===== config.mk =====
export PLATFORM = sky130hd
export DESIGN_NAME = cordic_sine_cosine_top
export DESIGN_NICKNAME = d
export VERILOG_FILES = /design/src/cssc_pkg.sv /design/src/cssc_stage.sv /design/src/cordic_sine_cosine_top.sv
export SDC_FILE = /design/constraint.sdc
export NUM_CORES = 2
export LEC_CHECK = 0
export BUFFER_PORTS_ARGS = -buffer_cell sky130_fd_sc_hd__buf_2
export CORE_MARGIN = 4
export CORE_UTILIZATION = 70
export CTS_CLUSTER_SIZE = 20
export DETAILED_ROUTE_END_ITERATION = 10
export PLACE_DENSITY_LB_ADDON = 0.12
export SLEW_MARGIN = 30
export SYNTH_ARGS = -nofsm -noshare
export SYNTH_HDL_FRONTEND = slang
export SYNTH_SLANG_ARGS = --single-unit

===== constraint.sdc =====
create_clock -name clock -period 64.1 [get_ports clock]
set_input_delay 9.615 -clock clock [delete_from_list [all_inputs] [get_ports clock]]
set_output_delay 9.615 -clock clock [all_outputs]
set_load 0.03 [all_outputs]

===== src/cssc_pkg.sv =====
// Shared types, widths and constant tables for the CORDIC sine/cosine pipeline.
package cssc_pkg;

   localparam int SAMPLE_W           = 16;
   localparam int ACC_W              = 17;
   localparam int ITER_W             = 5;
   localparam int ROM_DEPTH          = 16;
   localparam int ROM_IDX_W          = 4;
   localparam int SHIFT_MAX          = 15;
   localparam int MAX_ITERATIONS_DEF = 16;
   localparam logic [ITER_W-1:0] ITERATIONS_RESET = 5'd16;

   // atan(2^-i) in degrees * 353.35, truncated toward zero
   localparam logic signed [SAMPLE_W-1:0] ATAN_ROM [ROM_DEPTH] = '{
      16'sd15900, 16'sd9386, 16'sd4959, 16'sd2517, 16'sd1263, 16'sd632, 16'sd316, 16'sd158,
      16'sd79, 16'sd39, 16'sd19, 16'sd9, 16'sd4, 16'sd2, 16'sd1, 16'sd0
   };

   // cumulative cosine products, Q15
   localparam logic signed [SAMPLE_W-1:0] GAIN_ROM [ROM_DEPTH] = '{
      16'sd23169, 16'sd20723, 16'sd20104, 16'sd19948,
      16'sd19909, 16'sd19899, 16'sd19896, 16'sd19895,
      16'sd19894, 16'sd19893, 16'sd19892, 16'sd19891,
      16'sd19890, 16'sd19889, 16'sd19888, 16'sd19888
   };

   typedef struct packed {
      logic                       valid;
      logic [ITER_W-1:0]          n;
      logic signed [SAMPLE_W-1:0] target;
      logic signed [ACC_W-1:0]    acc;
      logic signed [SAMPLE_W-1:0] x;
      logic signed [SAMPLE_W-1:0] y;
   } cssc_beat_type;

endpackage


===== src/cssc_stage.sv =====
// One CORDIC micro-rotation with its pipeline register.
module cssc_stage #(
   parameter int STAGE = 0
) (
   input  logic                   clock,
   input  logic                   reset,
   input  logic                   advance,
   input  cssc_pkg::cssc_beat_type beat_in,
   output cssc_pkg::cssc_beat_type beat_out
);
   import cssc_pkg::*;

   localparam int SHIFT = (STAGE > SHIFT_MAX) ? SHIFT_MAX : STAGE;
   localparam logic signed [SAMPLE_W-1:0] THETA =
      (STAGE < ROM_DEPTH) ? ATAN_ROM[STAGE % ROM_DEPTH] : '0;

   cssc_beat_type              beat_in_nx;
   cssc_beat_type              beat_ff;
   logic                       valid_ff;
   logic                       active;
   logic                       up;
   logic signed [ACC_W-1:0]    target_ext;
   logic signed [ACC_W-1:0]    theta_ext;
   logic signed [SAMPLE_W-1:0] dx;
   logic signed [SAMPLE_W-1:0] dy;

   always_comb begin
      active     = int'(beat_in.n) > STAGE;
      target_ext = ACC_W'(beat_in.target);
      theta_ext  = ACC_W'(THETA);
      up         = beat_in.acc < target_ext;
      dx         = beat_in.y >>> SHIFT;
      dy         = beat_in.x >>> SHIFT;
      beat_in_nx = beat_in;
      if (active) begin
         if (up) begin
            beat_in_nx.acc = beat_in.acc + theta_ext;
            beat_in_nx.x   = beat_in.x - dx;
            beat_in_nx.y   = beat_in.y + dy;
         end else begin
            beat_in_nx.acc = beat_in.acc - theta_ext;
            beat_in_nx.x   = beat_in.x + dx;
            beat_in_nx.y   = beat_in.y - dy;
         end
      end
   end

   always_ff @(posedge clock) begin
      if (reset) begin
         valid_ff <= 1'b0;
      end else if (advance) begin
         valid_ff <= beat_in.valid;
      end
   end

   always_ff @(posedge clock) begin
      if (advance) begin
         beat_ff <= beat_in_nx;
      end
   end

   always_comb begin
      beat_out       = beat_ff;
      beat_out.valid = valid_ff;
   end

endmodule


===== src/cordic_sine_cosine_top.sv =====
// Top level of the pipelined CORDIC sine/cosine unit.
//
//   channel | dir | handshake           | payload
//   req     | in  | req_tvalid/tready   | tdata[15:0] angle
//   rsp     | out | rsp_tvalid/tready   | tdata[15:0] cosine, [31:16] sine
//   csr     | in  | csr_wr_en           | csr_wr_data[4:0] iterations
//
// One beat per cycle while no result waits with rsp_tready low; one register per
// micro-rotation stage. Reset clears the stage valid bits and sets iterations to 16.
// When a result waits with rsp_tready low, the whole pipe holds and req_tready drops.
module cordic_sine_cosine_top #(
   parameter int MAX_ITERATIONS = cssc_pkg::MAX_ITERATIONS_DEF
) (
   input  logic        clock,
   input  logic        reset,
   input  logic        req_tvalid,
   output logic        req_tready,
   input  logic [15:0] req_tdata,    // [15:0] angle
   output logic        rsp_tvalid,
   input  logic        rsp_tready,
   output logic [31:0] rsp_tdata,    // [15:0] cosine, [31:16] sine
   input  logic        csr_wr_en,
   input  logic [4:0]  csr_wr_data   // [4:0] iterations
);
   import cssc_pkg::*;

   logic [ITER_W-1:0]    iterations_ff;
   logic [ITER_W-1:0]    n_eff;
   logic [ROM_IDX_W-1:0] gain_idx;
   logic                 advance;
   cssc_beat_type        pipe [MAX_ITERATIONS+1];

   always_ff @(posedge clock) begin
      if (reset) begin
         iterations_ff <= ITERATIONS_RESET;
      end else if (csr_wr_en) begin
         iterations_ff <= csr_wr_data;
      end
   end

   always_comb begin
      if (int'(iterations_ff) > MAX_ITERATIONS) begin
         n_eff = ITER_W'(MAX_ITERATIONS);
      end else if (iterations_ff == '0) begin
         n_eff = ITER_W'(1);
      end else begin
         n_eff = iterations_ff;
      end
      if (int'(n_eff) > ROM_DEPTH) begin
         gain_idx = ROM_IDX_W'(ROM_DEPTH - 1);
      end else begin
         gain_idx = ROM_IDX_W'(n_eff - ITER_W'(1));
      end
   end

   assign advance    = !pipe[MAX_ITERATIONS].valid || rsp_tready;
   assign req_tready = advance;

   always_comb begin
      pipe[0].valid  = req_tvalid;
      pipe[0].n      = n_eff;
      pipe[0].target = req_tdata;
      pipe[0].acc    = '0;
      pipe[0].x      = GAIN_ROM[gain_idx];
      pipe[0].y      = '0;
   end

   for (genvar s = 0; s < MAX_ITERATIONS; s++) begin : g_stage
      cssc_stage #(
         .STAGE (s)
      ) u_stage (
         .clock    (clock),
         .reset    (reset),
         .advance  (advance),
         .beat_in  (pipe[s]),
         .beat_out (pipe[s+1])
      );
   end

   assign rsp_tvalid = pipe[MAX_ITERATIONS].valid;
   assign rsp_tdata  = {pipe[MAX_ITERATIONS].y, pipe[MAX_ITERATIONS].x};

endmodule


==> out/qor.yml <==
sta:
  final-max-slew-violation-count: 0
  clock_skew_ns: 0.02364
  timing_worst_slew_pin_value_ns: 0.9545
  unrepaired_setup_endpoints_after_global_routing: "no"
  finalSetupTns_ns: 0
  period_needed_ns: 20.36
  worst_slew_slack_as_a_fraction_of_its_limit_pct: 36.37
  endpoints_failing_hold: 0
  timing.final.setup_violations: 0
  fmax_mhz: 49.12
  period_utilization_pct: 31.76
grt:
  grt_usage_pct: 30.64
  via_count_of_the_first_global_routing_pass: 57980
  antenna_found_initial: 0
  grt_start_max_net_pins: 197
  grt_pass1_wl_um: 293900
  grt.overflow.total: 0
floorplanning:
  io_pins: 60
  initial_utilization_pct: 70.88
  std_cell_rows: 121
  die_width_um: 340.9
  floorplan_die_height_um: 340.9
  design.die.area_um2: 116200
  core_area_um2: 109500
clock_tree:
  ctsHoldBuffers: 0
  cts-resized-gates: 0
  clock_pin_slew_reported_for_the_worst_setup_and_hold_paths_after_clock_tree_synthesis_ns: 0.06
  postCtsSetupRepairBufs: 0
  worst_skew_pair_latency_ns: 0.72
  cts_htree_levels: 3
  tritoncts_buffer_count: 115
  cts.root.buffer_cell: "sky130_fd_sc_hd__clkbuf_16"
  cts_max_path_buffers: 3
  cts.sink_count: 1077
  tritoncts: "yes"
cells_and_area:
  mostFrequentLayoutCells: "sky130_fd_sc_hd__edfxtp_1 (1056), sky130_fd_sc_hd__nor2_1 (828), sky130_fd_sc_hd__ha_1 (778)"
  final_nets: 8953
  final-seq-area_um2: 32130
  final.fill_count: 7495
  area_used_by_multi_input_combinational_logic_um2: 42170
  fraction_of_layout_instances_using_a_drive_strength_above_1_pct: 5.476
  num_antenna_cells: 0
  syn_to_final_growth_pct: 7.533
  final_common_cell: "sky130_fd_sc_hd__edfxtp_1"
setup_path:
  startpoint_type: "primary input"
  worst_setup_path_end_kind: "output port"
  worstPathRequired_ns: 54.49
  cp.arrival_ns: 10.74
  worstPathMaxFanout: 76
  timing.setup.critical_path_class: "in2out"
routing:
  detailedRoute.firstPassIterationCount: 9
  met2RoutedLength_um: 90420
  drt.antenna.violating_nets: 0
  routedWlPerCell_um: 18.82
  detail_route.vias_per_cell: 6.241
  top_layer_in_use: "met4"
  met3WireLength_um: 10060
  drtIter0Drc: 5031
  drc_errors: 0
  detail_route.wirelength_um: 182500
  via_count: 60500
  met1_length_um: 73460
logic_synthesis:
  mappedNetlistNets: 8994
  synthDistinctLibCells: 105
  synthDominantCellAreaShare_pct: 40.87
  synth.ff_latch_count: 1077
  synth_seq_area_share_pct: 41.41
  largest_family_of_logic_cells_by_synthesized_area: "compound AO/OA/AOI/OAI gates"
  post_synthesis_instance_area_um2: 77590
  ys_async_sr_fraction_pct: 0
  synth_adder_area_share_pct: 13.49
  ys.warnings.count: 0
  number_of_synthesized_flops_with_an_enable_pin: 1056
  synth_cells: 8158
  yosys.area_share.simple_pct: 14.64
  synth.area.top_cells: "sky130_fd_sc_hd__edfxtp_1 (41%), sky130_fd_sc_hd__ha_1 (13%), sky130_fd_sc_hd__xnor2_1 (5.5%)"
  postSynth.topFlopCell: "sky130_fd_sc_hd__edfxtp_1"
  synthXorXnorAreaFrac_pct: 8.715
  synth_mux_area_share_pct: 1.247
  synth.avg_cell_area_um2: 9.510
  netlist.top_cell.by_area: "sky130_fd_sc_hd__edfxtp_1"
  share_of_the_synthesized_area_in_compound_gates_ao_oa_aoi_oai_pct: 16.08
placed_design:
  quantity_of_i_o_buffers_inserted_on_ports: 59
  dp.final_hpwl_um: 135300
  finalWeightedCongestion: 0.9259
worst_hold_path:
  holdCritPathClass: "reg2reg"
status:
  run_status: "finished, final reports clean"
job:
  maxCapViolCount: 0
[registers in the layout, summed over array words and instances (netlist names)]
register                  count
g_stage.u_stage.beat_out   1056
iterations_ff                 5
g_stage.u_stage.valid_ff     16
[stage by stage]
| stage | std cells | hold WS, ns | area, um2 | setup WS [ns] | utilization (%) |
|---|---|---|---|---|---|
| 6_report | 9694 | 0.4179 | 83430 | 43.74 | 76.22 |
| 5_1_grt | 9694 | 0.4265 | 83430 | 43.60 | 76.22 |
| 4_1_cts | 9692 | 0.4179 | 83340 | 43.70 | 76.14 |
| 2_1_floorplan | 8158 | 0.4003 | 77590 | 15.75 | - |
| 3_5_place_dp | 9474 | 0.4045 | 79290 | 43.70 | 72.44 |
| 3_3_place_gp | 9474 | 0.4002 | 79290 | 43.70 | 72.43 |
[worst paths after layout]
path	startpoint	endpoint	slack, ns	cells after the start
worst max-delay path	rsp_tready	req_tready	43.74	5
worst min-delay path	g_stage[6].u_stage.beat_out[65]	g_stage[7].u_stage.beat_out[65]	0.42	0
worst max register to register	g_stage[10].u_stage.beat_out[42]	g_stage[11].u_stage.beat_out[15]	57.35	25
worst min register to register	g_stage[6].u_stage.beat_out[65]	g_stage[7].u_stage.beat_out[65]	0.42	0
[critical path: stages]
cell	delay, ns
sky130_fd_sc_hd__buf_2	0.10
sky130_fd_sc_hd__nor2b_1	0.28
sky130_fd_sc_hd__buf_4	0.28
sky130_fd_sc_hd__inv_8	0.19
sky130_fd_sc_hd__buf_2	0.26
[logic make-up (layout without fill, tap and decap cells)]
logic type	after synthesis	count (layout)
AO/OA/AOI/OAI	2007	2007
XOR/XNOR	772	772
adder cells (fa/ha/maj)	819	819
buffers and inverters	911	971
flip-flops	1077	1077
multiplexers	91	91
AND/OR/NAND/NOR	2481	2481
[routing by layer]
metal,global-route usage (%),vias to the layer above
li1,-,29340
met1,38.39,28620
met2,53.49,2046
met3,3.629,496
met4,13.70,0
met5,0,-
[Yosys cell counts (39+ instances only)]
master / number
sky130_fd_sc_hd__nand2b_1: 49
sky130_fd_sc_hd__a21boi_0: 66
sky130_fd_sc_hd__buf_1: 46
sky130_fd_sc_hd__nor2b_1: 76
sky130_fd_sc_hd__xor2_1: 283
sky130_fd_sc_hd__ha_1: 778
sky130_fd_sc_hd__mux2_2: 39
sky130_fd_sc_hd__xnor2_1: 489
sky130_fd_sc_hd__nor3_1: 203
sky130_fd_sc_hd__a21oi_1: 727
sky130_fd_sc_hd__inv_1: 622
sky130_fd_sc_hd__a21o_1: 173
sky130_fd_sc_hd__nor2_1: 832
sky130_fd_sc_hd__nand3_1: 132
sky130_fd_sc_hd__a31oi_1: 62
sky130_fd_sc_hd__o21a_1: 42
sky130_fd_sc_hd__or3_1: 76
sky130_fd_sc_hd__nor4_1: 70
sky130_fd_sc_hd__o21ai_0: 416
sky130_fd_sc_hd__and3_1: 62
sky130_fd_sc_hd__clkbuf_1: 224
sky130_fd_sc_hd__o31ai_1: 99
sky130_fd_sc_hd__nand2_1: 745
sky130_fd_sc_hd__mux2i_1: 50
sky130_fd_sc_hd__nand4_1: 68
sky130_fd_sc_hd__o211ai_1: 44
sky130_fd_sc_hd__a211oi_1: 47
sky130_fd_sc_hd__o21bai_1: 81
sky130_fd_sc_hd__edfxtp_1: 1056
[final cells by class]
cell class | count | area share [%]
multi-input combinational | 6170 | 50.55
clock buffer | 135 | 3.611
sequential | 1077 | 38.51
tap | 1476 | 2.214
clock inverter | 83 | 1.240
inverter | 631 | 2.848
timing repair buffer | 122 | 1.027
Power is left out: the tool's default activity adds up to more than one toggle a clock period on the data nets, which glitch-free logic cannot reach.
